### src/rtl/cmt_pkg.sv
package cmt_pkg;

    // Table geometry.
    localparam int SLOTS    = 8;
    localparam int KEY_BITS = 32;
    localparam int IDX_W    = (SLOTS > 1) ? $clog2(SLOTS) : 1;

    // Fixed widths of the port fields.
    localparam int REQ_W     = 2;
    localparam int PORT_KEY_W = 32;
    localparam int STATE_W   = 2;
    localparam int SEQ_W     = 32;
    localparam int STATUS_W  = 2;
    localparam int SLOT_W    = 3;

    // Request codes.
    localparam logic [REQ_W-1:0] REQ_STATE  = 2'd0;
    localparam logic [REQ_W-1:0] REQ_DELETE = 2'd1;
    localparam logic [REQ_W-1:0] REQ_SNAP   = 2'd2;
    localparam logic [REQ_W-1:0] REQ_ACK    = 2'd3;

    // Result status codes.
    localparam logic [STATUS_W-1:0] ST_DONE    = 2'd0;
    localparam logic [STATUS_W-1:0] ST_IGNORED = 2'd1;
    localparam logic [STATUS_W-1:0] ST_FULL    = 2'd2;

    // State code stored for a delete.
    localparam logic [STATE_W-1:0] STATE_NONE = 2'd0;

    typedef logic [IDX_W-1:0]    t_idx;
    typedef logic [SLOTS-1:0]    t_mask;
    typedef logic [KEY_BITS-1:0] t_key;

    // One slot of the table memory.
    typedef struct packed {
        t_key               key;
        logic [STATE_W-1:0] state;
        logic               deleted;
        logic [SEQ_W-1:0]   seq;
    } t_entry;

    // One result beat.
    typedef struct packed {
        logic [STATUS_W-1:0]   status;
        logic [SLOT_W-1:0]     slot;
        logic                  valid;
        logic [PORT_KEY_W-1:0] key;
        logic [STATE_W-1:0]    state;
        logic                  deleted;
        logic [SEQ_W-1:0]      seq;
        logic                  any_pending;
        logic                  last;
    } t_result;

    // Index of the lowest set bit; zero when no bit is set.
    function automatic t_idx first_set(input t_mask m);
        t_idx r;
        r = '0;
        for (int i = SLOTS - 1; i >= 0; i--) begin
            if (m[i]) begin
                r = t_idx'(i);
            end
        end
        return r;
    endfunction

endpackage

### src/rtl/coalescing_mutation_table.sv
// Channel | Handshake           | Beat
// --------+---------------------+------------------------------------------------
// request | i_valid / o_stall   | i_req_type, i_task_key, i_new_state, i_ack_seq
// result  | o_valid / i_stall   | o_op_status .. o_last, one or more per request
//
// A request walks the pending slots one by one: each visited slot costs a read of
// the slot memory in S_NEXT and a check of the registered read data in S_CHECK.
// An enqueue stops early on a key hit.
// Reset clears the pending bits and the sequence counter at once; slot memory is
// not cleared. A waiting result does not stop a new request from being taken;
// a stalled result only holds the walk at the point where it must emit.
module coalescing_mutation_table import cmt_pkg::*; (
    input  logic                  i_clk,
    input  logic                  i_rst_n,
    input  logic                  i_valid,
    output logic                  o_stall,
    input  logic [REQ_W-1:0]      i_req_type,
    input  logic [PORT_KEY_W-1:0] i_task_key,
    input  logic [STATE_W-1:0]    i_new_state,
    input  logic [SEQ_W-1:0]      i_ack_seq,
    output logic                  o_valid,
    input  logic                  i_stall,
    output logic [STATUS_W-1:0]   o_op_status,
    output logic [SLOT_W-1:0]     o_slot,
    output logic                  o_entry_valid,
    output logic [PORT_KEY_W-1:0] o_entry_key,
    output logic [STATE_W-1:0]    o_entry_state,
    output logic                  o_entry_deleted,
    output logic [SEQ_W-1:0]      o_entry_seq,
    output logic                  o_any_pending,
    output logic                  o_last
);

    localparam logic [1:0] S_IDLE   = 2'd0;
    localparam logic [1:0] S_NEXT   = 2'd1;
    localparam logic [1:0] S_CHECK  = 2'd2;
    localparam logic [1:0] S_FINISH = 2'd3;

    // Control state.
    logic [1:0]       r_state, n_state;
    t_mask            r_pending, n_pending;
    logic [SEQ_W-1:0] r_seq, n_seq;
    logic             r_out_vld, n_out_vld;

    // Request and walk registers.
    logic [REQ_W-1:0]   r_req, n_req;
    t_key               r_key, n_key;
    logic [STATE_W-1:0] r_nst, n_nst;
    logic [SEQ_W-1:0]   r_aseq, n_aseq;
    t_mask              r_mask, n_mask;
    t_idx               r_idx, n_idx;
    t_idx               r_pick, n_pick;
    logic               r_hit, n_hit;
    logic               r_emitted, n_emitted;
    t_result            r_out, n_out;

    // Slot memory and its ports.
    t_entry r_mem [SLOTS];
    t_entry r_rd;
    logic   mem_re;
    t_idx   mem_ra;
    logic   mem_we;
    t_idx   mem_wa;
    t_entry mem_wd;

    logic    out_free;
    logic    is_enq;
    t_key    in_key;
    t_idx    scan_idx;
    t_idx    free_idx;
    logic    any_free;
    t_idx    put_idx;
    t_result empty_res;

    assign out_free = !r_out_vld || !i_stall;
    assign is_enq   = (r_req == REQ_STATE) || (r_req == REQ_DELETE);
    assign in_key   = KEY_BITS'(i_task_key);
    assign scan_idx = first_set(r_mask);
    assign free_idx = first_set(~r_pending);
    assign any_free = !(&r_pending);
    assign put_idx  = r_hit ? r_pick : (any_free ? free_idx : '0);

    // Result with no entry, marked last and carrying the pending flag; status is set per use.
    always_comb begin
        empty_res             = '0;
        empty_res.last        = 1'b1;
        empty_res.any_pending = |r_pending;
    end

    // Walk sequencer: one memory read per pending slot visited, then the result or the update.
    always_comb begin
        n_state   = r_state;
        n_pending = r_pending;
        n_seq     = r_seq;
        n_req     = r_req;
        n_key     = r_key;
        n_nst     = r_nst;
        n_aseq    = r_aseq;
        n_mask    = r_mask;
        n_idx     = r_idx;
        n_pick    = r_pick;
        n_hit     = r_hit;
        n_emitted = r_emitted;
        n_out     = r_out;
        n_out_vld = r_out_vld && i_stall;
        mem_re    = 1'b0;
        mem_ra    = scan_idx;
        mem_we    = 1'b0;
        mem_wa    = put_idx;
        mem_wd    = '0;

        case (r_state)
            S_IDLE: begin
                if (i_valid) begin
                    n_req     = i_req_type;
                    n_key     = in_key;
                    n_nst     = i_new_state;
                    n_aseq    = i_ack_seq;
                    n_mask    = r_pending;
                    n_hit     = 1'b0;
                    n_emitted = 1'b0;
                    if ((i_req_type == REQ_STATE || i_req_type == REQ_DELETE)
                            && in_key == '0) begin
                        n_state = S_FINISH;
                    end else begin
                        n_state = S_NEXT;
                    end
                end
            end

            S_NEXT: begin
                if (|r_mask) begin
                    mem_re           = 1'b1;
                    n_mask[scan_idx] = 1'b0;
                    n_idx            = scan_idx;
                    n_state          = S_CHECK;
                end else begin
                    n_state = S_FINISH;
                end
            end

            S_CHECK: begin
                case (r_req)
                    REQ_SNAP: begin
                        if (out_free) begin
                            n_out.status      = ST_DONE;
                            n_out.slot        = SLOT_W'(r_idx);
                            n_out.valid       = 1'b1;
                            n_out.key         = PORT_KEY_W'(r_rd.key);
                            n_out.state       = r_rd.state;
                            n_out.deleted     = r_rd.deleted;
                            n_out.seq         = r_rd.seq;
                            n_out.any_pending = |r_pending;
                            n_out.last        = (r_mask == '0);
                            n_out_vld         = 1'b1;
                            n_emitted         = 1'b1;
                            n_state           = S_NEXT;
                        end
                    end
                    REQ_ACK: begin
                        if (r_rd.seq == r_aseq && r_rd.key == r_key) begin
                            n_pending[r_idx] = 1'b0;
                        end
                        n_state = S_NEXT;
                    end
                    default: begin
                        if (r_rd.key == r_key) begin
                            n_hit   = 1'b1;
                            n_pick  = r_idx;
                            n_state = S_FINISH;
                        end else begin
                            n_state = S_NEXT;
                        end
                    end
                endcase
            end

            S_FINISH: begin
                case (r_req)
                    REQ_SNAP: begin
                        if (r_emitted) begin
                            n_state = S_IDLE;
                        end else if (out_free) begin
                            n_out     = empty_res;
                            n_out_vld = 1'b1;
                            n_state   = S_IDLE;
                        end
                    end
                    REQ_ACK: begin
                        if (out_free) begin
                            n_out     = empty_res;
                            n_out_vld = 1'b1;
                            n_state   = S_IDLE;
                        end
                    end
                    default: begin
                        if (out_free && r_key == '0) begin
                            n_out        = empty_res;
                            n_out.status = ST_IGNORED;
                            n_out_vld    = 1'b1;
                            n_state      = S_IDLE;
                        end else if (out_free) begin
                            // Coalesce into the hit, else the first free slot, else slot 0.
                            n_seq          = r_seq + 1'b1;
                            mem_we         = 1'b1;
                            mem_wd.key     = r_key;
                            mem_wd.state   = (r_req == REQ_DELETE) ? STATE_NONE : r_nst;
                            mem_wd.deleted = (r_req == REQ_DELETE);
                            mem_wd.seq     = n_seq;
                            n_pending[put_idx] = 1'b1;
                            n_out.status      = (r_hit || any_free) ? ST_DONE : ST_FULL;
                            n_out.slot        = SLOT_W'(put_idx);
                            n_out.valid       = 1'b1;
                            n_out.key         = PORT_KEY_W'(mem_wd.key);
                            n_out.state       = mem_wd.state;
                            n_out.deleted     = mem_wd.deleted;
                            n_out.seq         = mem_wd.seq;
                            n_out.any_pending = 1'b1;
                            n_out.last        = 1'b1;
                            n_out_vld         = 1'b1;
                            n_state           = S_IDLE;
                        end
                    end
                endcase
            end

            default: begin
                n_state = S_IDLE;
            end
        endcase
    end

    // Control registers.
    always_ff @(posedge i_clk) begin
        if (!i_rst_n) begin
            r_state   <= S_IDLE;
            r_pending <= '0;
            r_seq     <= '0;
            r_out_vld <= 1'b0;
        end else begin
            r_state   <= n_state;
            r_pending <= n_pending;
            r_seq     <= n_seq;
            r_out_vld <= n_out_vld;
        end
    end

    // Payload registers.
    always_ff @(posedge i_clk) begin
        r_req     <= n_req;
        r_key     <= n_key;
        r_nst     <= n_nst;
        r_aseq    <= n_aseq;
        r_mask    <= n_mask;
        r_idx     <= n_idx;
        r_pick    <= n_pick;
        r_hit     <= n_hit;
        r_emitted <= n_emitted;
        r_out     <= n_out;
    end

    // Slot memory: one write port, one registered read port.
    always_ff @(posedge i_clk) begin
        if (mem_we) begin
            r_mem[mem_wa] <= mem_wd;
        end
        if (mem_re) begin
            r_rd <= r_mem[mem_ra];
        end
    end

    assign o_stall         = (r_state != S_IDLE);
    assign o_valid         = r_out_vld;
    assign o_op_status     = r_out.status;
    assign o_slot          = r_out.slot;
    assign o_entry_valid   = r_out.valid;
    assign o_entry_key     = r_out.key;
    assign o_entry_state   = r_out.state;
    assign o_entry_deleted = r_out.deleted;
    assign o_entry_seq     = r_out.seq;
    assign o_any_pending   = r_out.any_pending;
    assign o_last          = r_out.last;

endmodule

### config.mk
export PLATFORM = sky130hd
export DESIGN_NAME = coalescing_mutation_table
export DESIGN_NICKNAME = d
export VERILOG_FILES = /design/src/rtl/cmt_pkg.sv /design/src/rtl/coalescing_mutation_table.sv
export SDC_FILE = /design/constraint.sdc
export NUM_CORES = 1
export LEC_CHECK = 0
export ABC_CLOCK_PERIOD_IN_PS = 6850
export BUFFER_PORTS_ARGS = -buffer_cell sky130_fd_sc_hd__buf_2
export CORE_MARGIN = 2
export CORE_UTILIZATION = 25
export CTS_BUF_LIST = sky130_fd_sc_hd__clkbuf_2 sky130_fd_sc_hd__clkbuf_4 sky130_fd_sc_hd__clkbuf_8
export DETAILED_ROUTE_END_ITERATION = 8
export SLEW_MARGIN = 30
export SYNTH_ARGS = -nofsm -noshare
export SYNTH_HDL_FRONTEND = slang
export SYNTH_SLANG_ARGS = --single-unit
### constraint.sdc
create_clock -name i_clk -period 6.85 [get_ports i_clk]
set_clock_uncertainty 0.1 [all_clocks]
set_input_delay 1.0275 -clock i_clk [delete_from_list [all_inputs] [get_ports i_clk]]
set_output_delay 1.0275 -clock i_clk [all_outputs]
set_load 0.01 [all_outputs]
After elaboration in Yosys (flattened, before gate mapping). Memories as Yosys holds them, arrays and structs flattened. A register that Yosys moved wholly into a read port is not among the register bits. Index checks and enable logic that the tools add are counted.

Word-level logic and storage cells: 176. Register bits after elaboration: 202. RAM bits: 536. Output and inout bits: 77. Memories kept: 1. Input bits: 72.

Mux-type cells: 79. Equality and inequality tests: 23. $lt $le $gt $ge: 6. Reduce and logical (&&, ||, !) cells: 36. Bitwise logic cells: 8. Add/sub/neg operators: 1.

Memory list: r_mem (words 8, width 67, read ports 1, clocked after Yosys merged registers in 1, write ports 1, RTL line coalescing_mutation_table.sv:58) `t_entry r_mem [SLOTS];`.

Operator list (count): $mux 75 (6); $pmux 75 s2 (2); $mux 67 (4); $eq 32x32->1 (2); $logic_not 32->1 (2); $mux 8 (7); $mux 3 (18); $add 32x1->32 const B (1); $pmux 8 s2 (2); $not 8->8 (3); $ne 2x2->1 const B (11); $mux 1 (21); $mux 2 (9); $and 8x8->8 (2); $reduce_or 8->1 (2); $lt 3x4->1 const B (3); $reduce_and 4->1 (3); $demux 1 s3 (3); $ge 3x1->1 const B (3); $eq 2x2->1 const B (4); $logic_not 8->1 (1); $or 8x8->8 (1); $pmux 1 s2 (4); $pmux 2 s2 (2); other kinds (16) (37).

Depth between registers and ports, before layout.
Depth in word-level cells: 20. Gate-level depth with buffers: 9. Mapped depth without buffers: 7.

Worst setup path after synthesis. No wires, ideal clock.

Path type: input port to flip-flop. Start: input i_stall. End: memory r_mem[4][0] (netlist name), enable pin. Stages: 7. Data arrival time: 5.003 ns. Slack: 1.255 ns. Buffers on the path: 2. Setup time: 0.493 ns. Data required time: 6.257 ns. Cells stage by stage: and2_1 buf_2 nor3_1 o31a_1 clkbuf_1 nand3_1 nor2_1.

Word-level cells in the longest chain between the ends: 8. Elaborated cells between the ends (all ways): 9. Those cells by class: 6 x mux; 3 x reduce/logical.

RTL lines: from (decl) (RTL line coalescing_mutation_table.sv:22) `input logic i_stall,`; $logic_not 1->1 * (RTL line coalescing_mutation_table.sv:75) `assign out_free = !r_out_vld || !i_stall;`; $logic_or 1x1->1 * (RTL line coalescing_mutation_table.sv:75); $mux 1 / $logic_and 1x1->1 (equally long branches) (RTL line coalescing_mutation_table.sv:202, coalescing_mutation_table.sv:197); $mux 1 * (RTL line coalescing_mutation_table.sv:197) `if (out_free && r_key == '0) begin`; $mux 1 * (RTL line coalescing_mutation_table.sv:179) `case (r_req)`; $mux 1 * (RTL line coalescing_mutation_table.sv:112) `case (r_state)`; $mux 1 * (RTL line coalescing_mutation_table.sv:264) `if (mem_we) begin`; $mux 1 (not written as such) * (RTL line coalescing_mutation_table.sv:265) `r_mem[mem_wa] <= mem_wd;`; to (decl) (RTL line coalescing_mutation_table.sv:58).

Mark *: on every way between the ends. The rest lies on a longest branch, timed or not.

Worst setup path in the final report.
Start: register r_state[0]. End: memory r_mem[4][16] (netlist name), enable pin.

Word-level cells in the longest chain between the ends: 4.

RTL lines: from (decl) (RTL line coalescing_mutation_table.sv:40) `logic [1:0] r_state, n_state;`; from (signal assigned) (RTL line coalescing_mutation_table.sv:241) `r_state <= n_state;`; $eq 2x2->1 (RTL line coalescing_mutation_table.sv:112); $mux 1 (RTL line coalescing_mutation_table.sv:112); $mux 1 (RTL line coalescing_mutation_table.sv:264); $mux 1 (not written as such) (RTL line coalescing_mutation_table.sv:265).

No other way between the ends.

==> metrics.yaml <==
status:
  status: "finished clean"
synthesis:
  synth_simple_gate_area_frac: 0.103
  ys.flop_type: "edfxtp_1"
  synth_warnings: 0
  synth-edff-count: 762
  ys_types: 56
  avgSynthCellArea_um2: 14.6
  syn_nets: 2317
  syn_inst: 2244
  synthArstFlopShare: 0
  synth_top_family_by_area: "simple AND/OR/NAND/NOR gates"
  synth_compound_area_frac: 0.0548
  ys_ff_latch: 805
  synth_area_um2: 32700
  synthMuxAreaShare: 0.0676
  synth_fa_ha_area_frac: 0.000383
  yosysSeqAreaShare: 0.726
  synthXorXnorAreaFrac: 0.0311
finish:
  final_core_util: 0.295
  layout-drive-gt1-share: 0.210
  final_cell_mix: "edfxtp_1, nand2_1, buf_2"
  layout_commonest_cell: "edfxtp_1"
  area_delta_synth_final_pct: 17.0
  nets: 2503
  finalNonFillerCells: 4280
global_routing:
  grt_usage: 0.131
  antenna_found_initial: 10
  grt_pass1_wl_um: 129000
  grt_pass1_vias: 19110
  grt_max_degree: 119
  grt_overflow: 0
timing:
  fin_crit_sh: 0.595
  report.final.slew_viol_count: 0
  setup_tns_ns: 0
  layout_setup_ws_ns: 2.77
  tightest_slew_ns: 0.996
  fin_hold_ws_ns: 0.313
  max_freq_mhz: 245
  setup_violations: 0
  rsz0062_at_grt: "false"
  min_period_ns: 4.08
  hold_viol: 0
  relSlewSlack: 0.336
clock_network:
  cts_buffers: 117
  clk_latency_ns: 0.79
  cts_tree: "yes"
  path_clk_slew_ns: 0.07
  postCtsHoldBufs: 0
  clockBufferDepth: 3
  h-tree-depth: 3
  cts-resized-gates: 0
  root_buffer: "clkbuf_8"
  cts_sinks: 805
  cts_setup_buffers: 0
place:
  place_inst: 4052
  place_ws_ns: 2.50
  globalplace.congestion: 0.781
  io_buffers: 148
  dpl.hpwl_um: 55700
power:
  p_sw_mw: 2.63
  p_per_area_nw_per_um2: 281
  swShare: 0.245
  seqPwrFrac: 0.522
  max-vdd-ir-drop_mv: 0.155
  p_comb_frac: 0.092
  intPower_mw: 8.12
  pwr-share-clk: 0.386
  total_leakage_power_nw: 13.5
route:
  vias_per_cell: 4.53
  first_pass_iters: 5
  ant_nets: 0
  routedWlPerCell_um: 21.0
  vias: 19376
  drt_iter0_drc: 1448
  drt-total-wl_um: 89700
  route.detailed.drc: 0
floorplan:
  start_util: 0.252
  die_h_um: 366
  rows: 132
  io-pin-count: 149
  dieArea_um2: 134000
  coreArea_um2: 130000
  die-width_um: 366
critical_path:
  crit_chain: "nand2_8, nor3_1, o31a_2, nand3_1, nor2_4, buf_4"
  arrival_ns: 4.41
  critPathRequiredTime_ns: 7.18
  critPathBufInv: 1
  cp_top_family: "simple AND/OR/NAND/NOR gates"
  max_stage_delay_ns: 0.73
  critical-path-slowest-cell: "nor2_4"
  crit_fanout: 87
  startpoint_type: "register"
  path_class: "register to register"
  crit_path_end_kind: "register"
min_path:
  hold_class: "input port to register"
job:
  cap_violations: 0
[sequential cells by signal, summed over array words and instances, names as in the netlist, 8 cells and up]
name,cells
o_entry_key,32
r_rd,67
o_entry_seq,32
r_key,32
r_seq,32
r_pending,8
r_aseq,32
r_mem,536
r_mask,8
[path summary, 6_finish.rpt]
path / start / end / slack [ns] / cells after the start
hold reg to reg: r_idx[0]$_DFFE_PP_ / r_pick[0]$_DFFE_PP_ / 0.39 / 0
setup reg to reg: r_state[0]$_SDFFE_PN0P_ / r_mem[4][16]$_DFFE_PP_ / 2.77 / 6
hold / removal: i_ack_seq[23] / r_aseq[23]$_DFFE_PP_ / 0.31 / 1
setup / recovery: r_state[0]$_SDFFE_PN0P_ / r_mem[4][16]$_DFFE_PP_ / 2.77 / 6
[Yosys cell counts (all sizes together), types with 2 or more instances]
master | instances | area, um2
nor2 | 69 | 259
and3 | 80 | 500
o221ai | 67 | 587
a21oi | 9 | 48.8
and4 | 4 | 35.0
edfxtp | 762 | 22900
mux2i | 68 | 681
a31oi | 5 | 31.3
xor2 | 28 | 245
dfxtp | 43 | 861
o21ai | 150 | 762
mux2 | 134 | 1510
a21boi | 9 | 67.6
nor3 | 25 | 150
nor2b | 2 | 12.5
o31a | 2 | 17.5
o31ai | 14 | 124
and2 | 63 | 394
or3 | 7 | 43.8
nand3 | 33 | 165
nand2b | 8 | 50.1
buf | 52 | 260
clkbuf | 67 | 251
or2 | 3 | 18.8
xnor2 | 88 | 771
nand2 | 370 | 1390
o211ai | 11 | 82.6
inv | 11 | 41.3
nand4 | 21 | 144
nor4 | 25 | 178
o21a | 4 | 30.0
[power groups by stage]
stage	Combinational, mW	Clock, mW	Sequential [mW]
after floorplan	0.644	0	5.66
after global placement	0.988	0	5.71
after detailed placement	0.997	0	5.71
after CTS	1.00	4.25	5.61
after global routing	1.06	4.44	5.61
final	0.986	4.15	5.61
[layout make-up]
type | count | area (um2)
antenna | 5 | 12.5
tap | 1742 | 2180
inverter | 11 | 48.8
sequential | 805 | 23700
clock inverter | 55 | 524
multi-input combinational | 1309 | 8560
timing repair buffer | 186 | 1150
clock buffer | 167 | 2020
fill | 12935 | 91400
[routing by layer]
layer | GRT usage | vias up | share of wire
met3 | 0.0274 | 154 | 0.067
li1 | - | 8810 | -
met5 | 0 | - | 0.00061
met1 | 0.168 | 9718 | 0.42
met2 | 0.218 | 686 | 0.48
met4 | 0.0473 | 8 | 0.029
[per-stage QoR]
| stage | power [mW] | cell area (um2) |
|---|---|---|
| after floorplan | 6.31 | 32700 |
| after global placement | 6.70 | 35600 |
| after detailed placement | 6.71 | 35700 |
| after CTS | 10.9 | 38200 |
| after global routing | 11.1 | 38200 |
| final | 10.7 | 38200 |
[logic make-up (layout without fill, tap and decap cells)]
family	Yosys count	count (layout)
DFF	805	805
and+or+nand+nor	714	714
AOI/OAI and AO/OA	275	275
muxes	203	203
buffers and inverters	130	419
xor gates and xnor gates	116	116
adders and majority gates	1	1
other	0	5
No activity file was read; power rests on OpenSTA's default activity.
